==> src/sv/lfucl_pkg.sv <==
// ----------------------------------------------------------------------------
// lfucl_pkg
// Shared types and constants for the LFU cache with LRU tie break.
// ----------------------------------------------------------------------------
package lfucl_pkg;

  localparam int DATA_W = 32;
  localparam int CAP_W  = 5;

  localparam logic [CAP_W-1:0]  CAP_RESET  = 5'd16;
  localparam logic [DATA_W-1:0] MISS_VALUE = 32'hFFFF_FFFF;

  localparam logic CMD_GET = 1'b0;
  localparam logic CMD_PUT = 1'b1;

  typedef enum logic [2:0] {
    ST_IDLE,
    ST_SCAN,
    ST_DECIDE,
    ST_SWEEP,
    ST_RESP
  } state_t;

  typedef struct packed {
    logic                     cmd;
    logic signed [DATA_W-1:0] lookup_key;
    logic signed [DATA_W-1:0] store_value;
  } in_req_t;

  typedef struct packed {
    logic                     hit;
    logic signed [DATA_W-1:0] read_value;
  } out_rsp_t;

endpackage

==> src/sv/lfucl_ram.sv <==
// ----------------------------------------------------------------------------
// lfucl_ram
// Generic simple dual-port RAM, one write port, one registered read port.
// ----------------------------------------------------------------------------
module lfucl_ram #(
  parameter int WIDTH = 32,
  parameter int DEPTH = 16
) (
  input  logic                                          clk,
  input  logic                                          we,
  input  logic [((DEPTH > 1) ? $clog2(DEPTH) : 1)-1:0]  waddr,
  input  logic [WIDTH-1:0]                              wdata,
  input  logic [((DEPTH > 1) ? $clog2(DEPTH) : 1)-1:0]  raddr,
  output logic [WIDTH-1:0]                              rdata
);

  logic [WIDTH-1:0] mem [DEPTH];

  always_ff @(posedge clk) begin
    if (we) begin
      mem[waddr] <= wdata;
    end
    rdata <= mem[raddr];
  end

endmodule

==> src/sv/lfucl_scan.sv <==
// ----------------------------------------------------------------------------
// lfucl_scan
// Shared compare unit: one entry per cycle while sample is high, for key match, victim and free slot.
// ----------------------------------------------------------------------------
module lfucl_scan #(
  parameter int IDX_W      = 4,
  parameter int COUNT_BITS = 16
) (
  input  logic                             clk,
  input  logic                             rst_n,
  input  logic                             clear,
  input  logic                             sample,
  input  logic [IDX_W-1:0]                 s_idx,
  input  logic                             s_valid,
  input  logic [lfucl_pkg::DATA_W-1:0]     s_key,
  input  logic [lfucl_pkg::DATA_W-1:0]     s_val,
  input  logic [COUNT_BITS-1:0]            s_count,
  input  logic [IDX_W-1:0]                 s_rank,
  input  logic [lfucl_pkg::DATA_W-1:0]     key,
  output logic                             hit_found,
  output logic [IDX_W-1:0]                 hit_idx,
  output logic [lfucl_pkg::DATA_W-1:0]     hit_val,
  output logic [COUNT_BITS-1:0]            hit_cnt,
  output logic [IDX_W-1:0]                 hit_rank,
  output logic [IDX_W-1:0]                 vic_idx,
  output logic [IDX_W-1:0]                 vic_rank,
  output logic [IDX_W-1:0]                 free_idx
);

  logic                         hit_r;
  logic [IDX_W-1:0]             hit_idx_r;
  logic [lfucl_pkg::DATA_W-1:0] hit_val_r;
  logic [COUNT_BITS-1:0]        hit_cnt_r;
  logic [IDX_W-1:0]             hit_rank_r;
  logic                         vic_r;
  logic [IDX_W-1:0]             vic_idx_r;
  logic [COUNT_BITS-1:0]        vic_cnt_r;
  logic [IDX_W-1:0]             vic_rank_r;
  logic                         free_r;
  logic [IDX_W-1:0]             free_idx_r;

  logic key_eq;
  logic vic_better;
  logic free_take;

  assign key_eq     = s_valid && (s_key == key) && !hit_r;
  assign vic_better = s_valid && (!vic_r || (s_count < vic_cnt_r) ||
                      ((s_count == vic_cnt_r) && (s_rank > vic_rank_r)));
  assign free_take  = !s_valid && !free_r;

  always_ff @(posedge clk) begin
    if (!rst_n) begin
      hit_r  <= 1'b0;
      vic_r  <= 1'b0;
      free_r <= 1'b0;
    end else if (clear) begin
      hit_r  <= 1'b0;
      vic_r  <= 1'b0;
      free_r <= 1'b0;
    end else if (sample) begin
      if (key_eq) begin
        hit_r <= 1'b1;
      end
      if (vic_better) begin
        vic_r <= 1'b1;
      end
      if (free_take) begin
        free_r <= 1'b1;
      end
    end
  end

  always_ff @(posedge clk) begin
    if (sample && key_eq) begin
      hit_idx_r  <= s_idx;
      hit_val_r  <= s_val;
      hit_cnt_r  <= s_count;
      hit_rank_r <= s_rank;
    end
    if (sample && vic_better) begin
      vic_idx_r  <= s_idx;
      vic_cnt_r  <= s_count;
      vic_rank_r <= s_rank;
    end
    if (sample && free_take) begin
      free_idx_r <= s_idx;
    end
  end

  assign hit_found = hit_r;
  assign hit_idx   = hit_idx_r;
  assign hit_val   = hit_val_r;
  assign hit_cnt   = hit_cnt_r;
  assign hit_rank  = hit_rank_r;
  assign vic_idx   = vic_idx_r;
  assign vic_rank  = vic_rank_r;
  assign free_idx  = free_idx_r;

endmodule

==> src/sv/lfu_cache_lru_tiebreak.sv <==
// ----------------------------------------------------------------------------
// lfu_cache_lru_tiebreak
// Key/value cache, least frequently used eviction, least recent among ties.
// ----------------------------------------------------------------------------
// Requests enter on in_valid/in_ready as in_req (cmd, lookup_key, store_value).
// A get returns one response on out_valid/out_ready as out_rsp (hit, read_value,
// -1 on a miss); a put returns nothing. cfg_we/cfg_data set the capacity at any
// idle moment, values above ENTRIES act as ENTRIES, zero ignores every put.
// Each request is handled alone: a scan of all ENTRIES slots through the shared
// compare unit (one RAM read a cycle), a decide state, and, unless it is a get
// miss or an ignored put, a rank sweep that rewrites every slot's count/rank
// word (one RAM write a cycle). in_ready is low from acceptance until the block
// is idle again; for a get it rises together with out_valid.
// Responses sit in an output register; a new request is taken while one waits,
// and only a get that finishes while the register is still full holds there
// until out_ready frees it. Reset empties the cache, clears the output and
// sets the capacity to 16; key, value and count/rank RAMs are not cleared.
// ----------------------------------------------------------------------------
module lfu_cache_lru_tiebreak #(
  parameter int ENTRIES    = 16,
  parameter int COUNT_BITS = 16
) (
  input  logic                          clk,
  input  logic                          rst_n,
  input  logic                          in_valid,
  output logic                          in_ready,
  input  lfucl_pkg::in_req_t            in_req,
  output logic                          out_valid,
  input  logic                          out_ready,
  output lfucl_pkg::out_rsp_t           out_rsp,
  input  logic                          cfg_we,
  input  logic [lfucl_pkg::CAP_W-1:0]   cfg_data
);

  localparam int IDX_W  = (ENTRIES > 1) ? $clog2(ENTRIES) : 1;
  localparam int CTR_W  = $clog2(ENTRIES + 1);
  localparam int CMP_W  = (CTR_W > lfucl_pkg::CAP_W) ? CTR_W : lfucl_pkg::CAP_W;
  localparam int META_W = COUNT_BITS + IDX_W;
  localparam int DW     = lfucl_pkg::DATA_W;

  lfucl_pkg::state_t   state_r, state_nxt;
  lfucl_pkg::in_req_t  req_r, req_nxt;
  lfucl_pkg::out_rsp_t rsp_r, rsp_nxt;
  lfucl_pkg::out_rsp_t out_rsp_r, out_rsp_nxt;
  logic                out_valid_r, out_valid_nxt;

  logic [CTR_W-1:0]           idx_r, idx_nxt;
  logic [ENTRIES-1:0]         valid_r, valid_nxt;
  logic [CTR_W-1:0]           total_r, total_nxt;
  logic [lfucl_pkg::CAP_W-1:0] cap_r;
  logic [IDX_W-1:0]           slot_r, slot_nxt;
  logic [CTR_W-1:0]           thr_r, thr_nxt;
  logic [COUNT_BITS-1:0]      cnt_r, cnt_nxt;

  logic [CTR_W-1:0]      prev_ctr;
  logic [IDX_W-1:0]      prev_idx;
  logic [IDX_W-1:0]      rd_addr;
  logic                  last;
  logic                  scan_clear;
  logic                  scan_sample;

  logic [DW-1:0]         key_q;
  logic [DW-1:0]         val_q;
  logic [META_W-1:0]     meta_q;
  logic [COUNT_BITS-1:0] q_cnt;
  logic [IDX_W-1:0]      q_rank;

  logic                  kv_we;
  logic                  val_we;
  logic [IDX_W-1:0]      kv_addr;
  logic                  meta_we;
  logic [META_W-1:0]     meta_wdata;

  logic                  hit_found;
  logic [IDX_W-1:0]      hit_idx;
  logic [DW-1:0]         hit_val;
  logic [COUNT_BITS-1:0] hit_cnt;
  logic [IDX_W-1:0]      hit_rank;
  logic [IDX_W-1:0]      vic_idx;
  logic [IDX_W-1:0]      vic_rank;
  logic [IDX_W-1:0]      free_idx;

  logic [CMP_W-1:0]      cap_ext;
  logic [CMP_W-1:0]      cap_eff;
  logic                  cap_zero;
  logic                  full;
  logic [COUNT_BITS-1:0] cnt_inc;

  assign prev_ctr = idx_r - CTR_W'(1);
  assign prev_idx = prev_ctr[IDX_W-1:0];
  assign rd_addr  = idx_r[IDX_W-1:0];
  assign last     = (idx_r == CTR_W'(ENTRIES));
  assign q_cnt    = meta_q[META_W-1 -: COUNT_BITS];
  assign q_rank   = meta_q[IDX_W-1:0];

  assign cap_ext  = CMP_W'(cap_r);
  assign cap_eff  = (cap_ext > CMP_W'(ENTRIES)) ? CMP_W'(ENTRIES) : cap_ext;
  assign cap_zero = (cap_r == '0);
  assign full     = (CMP_W'(total_r) >= cap_eff);
  assign cnt_inc  = (hit_cnt == '1) ? hit_cnt : hit_cnt + COUNT_BITS'(1);

  assign scan_clear  = (state_r == lfucl_pkg::ST_IDLE) && in_valid;
  assign scan_sample = (state_r == lfucl_pkg::ST_SCAN) && (idx_r != '0);

  lfucl_ram #(.WIDTH(DW), .DEPTH(ENTRIES)) u_key_ram (
    .clk   (clk),
    .we    (kv_we),
    .waddr (kv_addr),
    .wdata (req_r.lookup_key),
    .raddr (rd_addr),
    .rdata (key_q)
  );

  lfucl_ram #(.WIDTH(DW), .DEPTH(ENTRIES)) u_val_ram (
    .clk   (clk),
    .we    (val_we),
    .waddr (kv_addr),
    .wdata (req_r.store_value),
    .raddr (rd_addr),
    .rdata (val_q)
  );

  lfucl_ram #(.WIDTH(META_W), .DEPTH(ENTRIES)) u_meta_ram (
    .clk   (clk),
    .we    (meta_we),
    .waddr (prev_idx),
    .wdata (meta_wdata),
    .raddr (rd_addr),
    .rdata (meta_q)
  );

  lfucl_scan #(.IDX_W(IDX_W), .COUNT_BITS(COUNT_BITS)) u_scan (
    .clk       (clk),
    .rst_n     (rst_n),
    .clear     (scan_clear),
    .sample    (scan_sample),
    .s_idx     (prev_idx),
    .s_valid   (valid_r[prev_idx]),
    .s_key     (key_q),
    .s_val     (val_q),
    .s_count   (q_cnt),
    .s_rank    (q_rank),
    .key       (req_r.lookup_key),
    .hit_found (hit_found),
    .hit_idx   (hit_idx),
    .hit_val   (hit_val),
    .hit_cnt   (hit_cnt),
    .hit_rank  (hit_rank),
    .vic_idx   (vic_idx),
    .vic_rank  (vic_rank),
    .free_idx  (free_idx)
  );

  always_ff @(posedge clk) begin
    if (!rst_n) begin
      state_r     <= lfucl_pkg::ST_IDLE;
      out_valid_r <= 1'b0;
      valid_r     <= '0;
      total_r     <= '0;
      cap_r       <= lfucl_pkg::CAP_RESET;
    end else begin
      state_r     <= state_nxt;
      out_valid_r <= out_valid_nxt;
      valid_r     <= valid_nxt;
      total_r     <= total_nxt;
      if (cfg_we) begin
        cap_r <= cfg_data;
      end
    end
  end

  always_ff @(posedge clk) begin
    req_r     <= req_nxt;
    rsp_r     <= rsp_nxt;
    out_rsp_r <= out_rsp_nxt;
    idx_r     <= idx_nxt;
    slot_r    <= slot_nxt;
    thr_r     <= thr_nxt;
    cnt_r     <= cnt_nxt;
  end

  always_comb begin
    state_nxt     = state_r;
    req_nxt       = req_r;
    rsp_nxt       = rsp_r;
    out_rsp_nxt   = out_rsp_r;
    out_valid_nxt = out_valid_r && !out_ready;
    idx_nxt       = idx_r;
    valid_nxt     = valid_r;
    total_nxt     = total_r;
    slot_nxt      = slot_r;
    thr_nxt       = thr_r;
    cnt_nxt       = cnt_r;
    kv_we         = 1'b0;
    val_we        = 1'b0;
    kv_addr       = hit_idx;
    meta_we       = 1'b0;
    meta_wdata    = meta_q;

    unique case (state_r)
      lfucl_pkg::ST_IDLE: begin
        if (in_valid) begin
          req_nxt   = in_req;
          idx_nxt   = '0;
          state_nxt = lfucl_pkg::ST_SCAN;
        end
      end

      lfucl_pkg::ST_SCAN: begin
        idx_nxt = idx_r + CTR_W'(1);
        if (last) begin
          state_nxt = lfucl_pkg::ST_DECIDE;
        end
      end

      lfucl_pkg::ST_DECIDE: begin
        idx_nxt = '0;
        if (req_r.cmd == lfucl_pkg::CMD_GET) begin
          rsp_nxt.hit        = hit_found;
          rsp_nxt.read_value = hit_found ? hit_val : lfucl_pkg::MISS_VALUE;
          slot_nxt           = hit_idx;
          thr_nxt            = CTR_W'(hit_rank);
          cnt_nxt            = cnt_inc;
          state_nxt          = hit_found ? lfucl_pkg::ST_SWEEP : lfucl_pkg::ST_RESP;
        end else if (cap_zero) begin
          state_nxt = lfucl_pkg::ST_IDLE;
        end else if (hit_found) begin
          val_we    = 1'b1;
          kv_addr   = hit_idx;
          slot_nxt  = hit_idx;
          thr_nxt   = CTR_W'(hit_rank);
          cnt_nxt   = cnt_inc;
          state_nxt = lfucl_pkg::ST_SWEEP;
        end else if (full) begin
          kv_we     = 1'b1;
          val_we    = 1'b1;
          kv_addr   = vic_idx;
          slot_nxt  = vic_idx;
          thr_nxt   = CTR_W'(vic_rank);
          cnt_nxt   = COUNT_BITS'(1);
          state_nxt = lfucl_pkg::ST_SWEEP;
        end else begin
          kv_we              = 1'b1;
          val_we             = 1'b1;
          kv_addr            = free_idx;
          slot_nxt           = free_idx;
          thr_nxt            = total_r;
          cnt_nxt            = COUNT_BITS'(1);
          valid_nxt[free_idx] = 1'b1;
          total_nxt          = total_r + CTR_W'(1);
          state_nxt          = lfucl_pkg::ST_SWEEP;
        end
      end

      lfucl_pkg::ST_SWEEP: begin
        idx_nxt = idx_r + CTR_W'(1);
        meta_we = (idx_r != '0);
        // touched slot goes to rank 0, more recent valid entries age by one
        if (prev_idx == slot_r) begin
          meta_wdata = {cnt_r, IDX_W'(0)};
        end else if (valid_r[prev_idx] && (CTR_W'(q_rank) < thr_r)) begin
          meta_wdata = {q_cnt, q_rank + IDX_W'(1)};
        end
        if (last) begin
          state_nxt = (req_r.cmd == lfucl_pkg::CMD_GET) ? lfucl_pkg::ST_RESP
                                                        : lfucl_pkg::ST_IDLE;
        end
      end

      lfucl_pkg::ST_RESP: begin
        if (!out_valid_r || out_ready) begin
          out_valid_nxt = 1'b1;
          out_rsp_nxt   = rsp_r;
          state_nxt     = lfucl_pkg::ST_IDLE;
        end
      end

      default: begin
        state_nxt = lfucl_pkg::ST_IDLE;
      end
    endcase
  end

  assign in_ready  = (state_r == lfucl_pkg::ST_IDLE);
  assign out_valid = out_valid_r;
  assign out_rsp   = out_rsp_r;

endmodule

==> config.mk <==
export PLATFORM = sky130hd
export DESIGN_NAME = lfu_cache_lru_tiebreak
export DESIGN_NICKNAME = d
export VERILOG_FILES = /design/src/sv/lfucl_pkg.sv /design/src/sv/lfucl_ram.sv /design/src/sv/lfucl_scan.sv /design/src/sv/lfu_cache_lru_tiebreak.sv
export SDC_FILE = /design/constraint.sdc
export NUM_CORES = 2
export LEC_CHECK = 0
export ABC_AREA = 1
export BUFFER_PORTS_ARGS = -buffer_cell sky130_fd_sc_hd__buf_2
export CORE_MARGIN = 4
export CORE_UTILIZATION = 61
export CTS_CLUSTER_SIZE = 25
export DETAILED_ROUTE_END_ITERATION = 6
export GPL_TIMING_DRIVEN = 0
export PLACE_DENSITY = 0.79
export SLEW_MARGIN = 20
export SYNTH_ARGS = -nofsm -noshare
export SYNTH_HDL_FRONTEND = slang
export SYNTH_SLANG_ARGS = --single-unit
==> constraint.sdc <==
create_clock -name clk -period 10.5 [get_ports clk]
set_clock_uncertainty 0.2 [all_clocks]
set_input_delay 3.15 -clock clk [delete_from_list [all_inputs] [get_ports clk]]
set_output_delay 3.15 -clock clk [all_outputs]
set_load 0.1 [all_outputs]
==> impl_results.md <==
- All-Layer GR Usage: 34.7%
- R2r endpoint: u_scan.hit_val[22]
- GRT overflow: 0
- Cts hold-fix bufs: 0
- Yosys warning count: 0
- DRC: 1
- Routed vias/inst: 6.80
- Worst min path class: reg -> reg
- Hold path start: u_val_ram.rdata[13]
- CTS Buf Count: 165
- # nets final: 5,269
- Routed WL: ~200 mm
- Vias in the first global route: 43.5k
- Yosys cell types: 44
- Sequential share of the synthesized area: about three quarters
- Largest net degree at the start of global routing: 33
- Initial antenna violation count: 10
- Worst IR drop on VDD: 0.187 mV
- Detailed Route Iter0 Violations: 8,569
- Total setup buffers inserted after CTS: 0
- Worst setup SP type: flip-flop
- Register area: approximately 0.05 mm2
- Reg2reg setup slack: 4.54 ns
- Routed via count: 45.6k
- Hold EP: u_scan.hit_val[13]
- Fin crit period: 5.96 ns
- Initial Util: about three fifths
- CTS tree: done
- Critical path startpoint: idx_r[0]
- Critical Path RT: 10.78 ns
- Fmax: 168 MHz
- Slew margin rel.: 16.3%
- Resize count post-CTS: 0
- Share of cells above drive strength 1: 13.4%
- Avg WL per Cell: 29.6 um
- Clk pin slew, worst setup/hold paths: 0.06 ns
- FF-to-FF Start: idx_r[0]
- Syn-to-layout area delta: 14.6%
- Die Area: 0.113 mm2
- PwrDens: 277 mW/mm2
- Die W: 336 um
- Unrepaired setup endpoints after global routing: false
- Clock sink count: 1,706
- H-tree levels: 4
- Crit share post-route: 56.8%
- CP max FO: 15
- Post-Syn Area: 0.0655 mm2
- Placed wire-length estimate: 125 mm
- CTS root buffer: clkbuf_16
- Status: finished with violations
- CP Class: reg -> reg
- Violated checks: design-rule violations
- Synthesized area per cell: around 14 um2
- Io pins: 110
- Arrival time of the worst setup path: 6.24 ns
- Overall power: roughly 0.021 W
- WHS Path Cells: 0
- IO buf count: 109
- RD Place Congestion: 0.920
- Number of core rows: about 120
- Setup ws final: approximately 4.5 ns
- DRT antenna net count: 0
- TritonRoute pass-1 iters: 7
- Die Y: 336 um
- Primary FF master, synth: edfxtp_1
- Worst-Skew Late Latency: between 0.7 and 0.8 ns
- Post-synth ARST share: 0%
- Worst Reg-to-Reg Cells: 15
- Area of the multi-input gates: 0.0139 mm2
- Post-Place Setup Slack: 4.74 ns
- Yosys reg bits: approximately 1.7k
- Filler cell count: 6,355
- First-pass GRT wire length: about 280 mm
- Final setup viols: 0
- Final hold viol count: 0
- Count of final max-slew check failures: 0
- CP Capture Type: flip-flop
- Number of synthesized flops with an enable pin: 1,589
- Clock Path Buffers: 3
- Number of max-cap violations: 0
- Worst Max-Slew Pin Slew: 1.25 ns
- Leak pwr: 25.0 nW
- Post-Syn Nets: 4,927
- Core area: 0.106 mm2
- Syn Inst Count: 4,815
- Sum Neg Setup Slack: 0 ns
==> where the power goes <==
group,total (W),internal (W),switching (W)
Combinational,0.00613,0.00146,0.00468
Sequential,0.00880,0.00833,0.000475
Clock,0.00585,0.00327,0.00258
Total,0.0208,0.0131,0.00773
==> worst max-delay path, stage by stage (launching register included) <==
cell and delay (ns):
edfxtp_1 0.60, inv_2 0.16, buf_4 0.24, buf_2 0.47, buf_2 0.45, buf_2 0.56
ha_1 0.50, inv_1 0.34, nand3_1 0.12, nand3_1 0.10, nand3_1 0.08, nand2_1 0.50
inv_1 0.34, nor2_4 0.53, buf_16 0.23, buf_16 0.16
==> metrics by stage <==
step / util, % / hold slack, ns / cell area, um2 / std cells
after CTS: 70.8 / 0.202 / 75000 / 6688
after floorplan: - / 0.186 / 65500 / 4815
after global routing: 70.8 / 0.208 / 75000 / 6692
final: 70.9 / 0.202 / 75000 / 6703
after global placement: 64.0 / 0.188 / 67700 / 6315
after detailed placement: 65.8 / 0.189 / 69600 / 6381
==> synth_stat cells, types with 14 or more instances <==
| cell | number | share of area [%] |
|---|---|---|
| edfxtp_1 | 1589 | 73 |
| o21ai_0 | 554 | 4.2 |
| nor2_1 | 526 | 3.0 |
| nand2_1 | 427 | 2.4 |
| a21oi_1 | 399 | 3.1 |
| clkbuf_1 | 180 | 1.0 |
| inv_1 | 172 | 0.99 |
| o22ai_1 | 161 | 1.5 |
| dfxtp_1 | 117 | 3.6 |
| or2_2 | 116 | 1.1 |
| o211ai_1 | 88 | 1.0 |
| o221ai_1 | 84 | 1.1 |
| nand3_1 | 77 | 0.59 |
| buf_2 | 76 | 0.58 |
| o21ai_1 | 56 | 0.43 |
| ha_1 | 37 | 0.71 |
| nand4_1 | 27 | 0.26 |
| nor3_1 | 18 | 0.14 |
| nand3b_1 | 14 | 0.16 |
==> cells by family after synthesis <==
family                   after synthesis  share of synthesized area [%]
XOR/XNOR                              18                          0.241
flip-flops                          1706                           76.5
buffers and inverters                457                           2.82
AO/OA/AOI/OAI                       1366                           11.7
adder cells (fa/ha/maj)               37                          0.707
AND/OR/NAND/NOR                     1231                           8.06
==> registers in the layout, indices dropped and copies added (netlist names), 5 cells and up <==
name              flops
rsp_r                33
u_scan.vic_cnt_r     16
valid_r              16
u_scan.hit_val       32
idx_r                 5
u_meta_ram.mem      320
u_val_ram.rdata      32
total_r               5
u_meta_ram.rdata     20
cap_ext               5
u_key_ram.rdata      32
out_rsp              33
u_key_ram.mem       512
cnt_r                16
u_scan.hit_cnt       16
thr_r                 5
req_r                65
u_val_ram.mem       512
==> per-layer routing <==
metal  vias up  share of wire [%]  GRT usage (%)  wire length [um]
met3       896                 17           11.7             32900
li1      18600                  -              -                 -
met4         6                6.6           19.3             13000
met5         -               0.14           1.57               281
met1     21600                 33           45.2             65000
met2      4470                 44           51.6             86900
==> cells in the final DEF (no fill, tap or decap), types with 57 or more instances in the layout <==
cell type     n
edfxtp_1   1589
o21ai_0     552
nor2_1      483
nand2_1     427
a21oi_1     397
clkbuf_1    220
buf_2       185
clkbuf_16   166
inv_1       161
o22ai_1     161
dfxtp_1     117
or2_2       116
o211ai_1     88
o221ai_1     84
nand3_1      77
o21ai_1      57
==> worst max path at each step <==
stage	to	slack (ns)
global route	u_meta_ram.mem[3][0]	4.55
detailed placement	u_meta_ram.mem[5][0]	4.74
CTS	u_meta_ram.mem[3][0]	4.70
finish	u_scan.hit_val[22]	4.54
floorplan	req_r[0]	3.90
global placement	req_r[11]	0.91
==> layout make-up <==
| cell class | instances | area share (%) |
|---|---|---|
| Tap cell | 1391 | 2.32 |
| Sequential cell | 1706 | 66.7 |
| Timing Repair Buffer | 175 | 2.79 |
| Buffer | 277 | 1.57 |
| Multi-Input combinational cell | 2652 | 18.5 |
| Antenna cell | 15 | 0.0500 |
| Clock buffer | 230 | 6.11 |
| Clock inverter | 77 | 0.981 |
| Inverter | 180 | 0.907 |
Note: power is estimated with default switching activity, not from simulation.
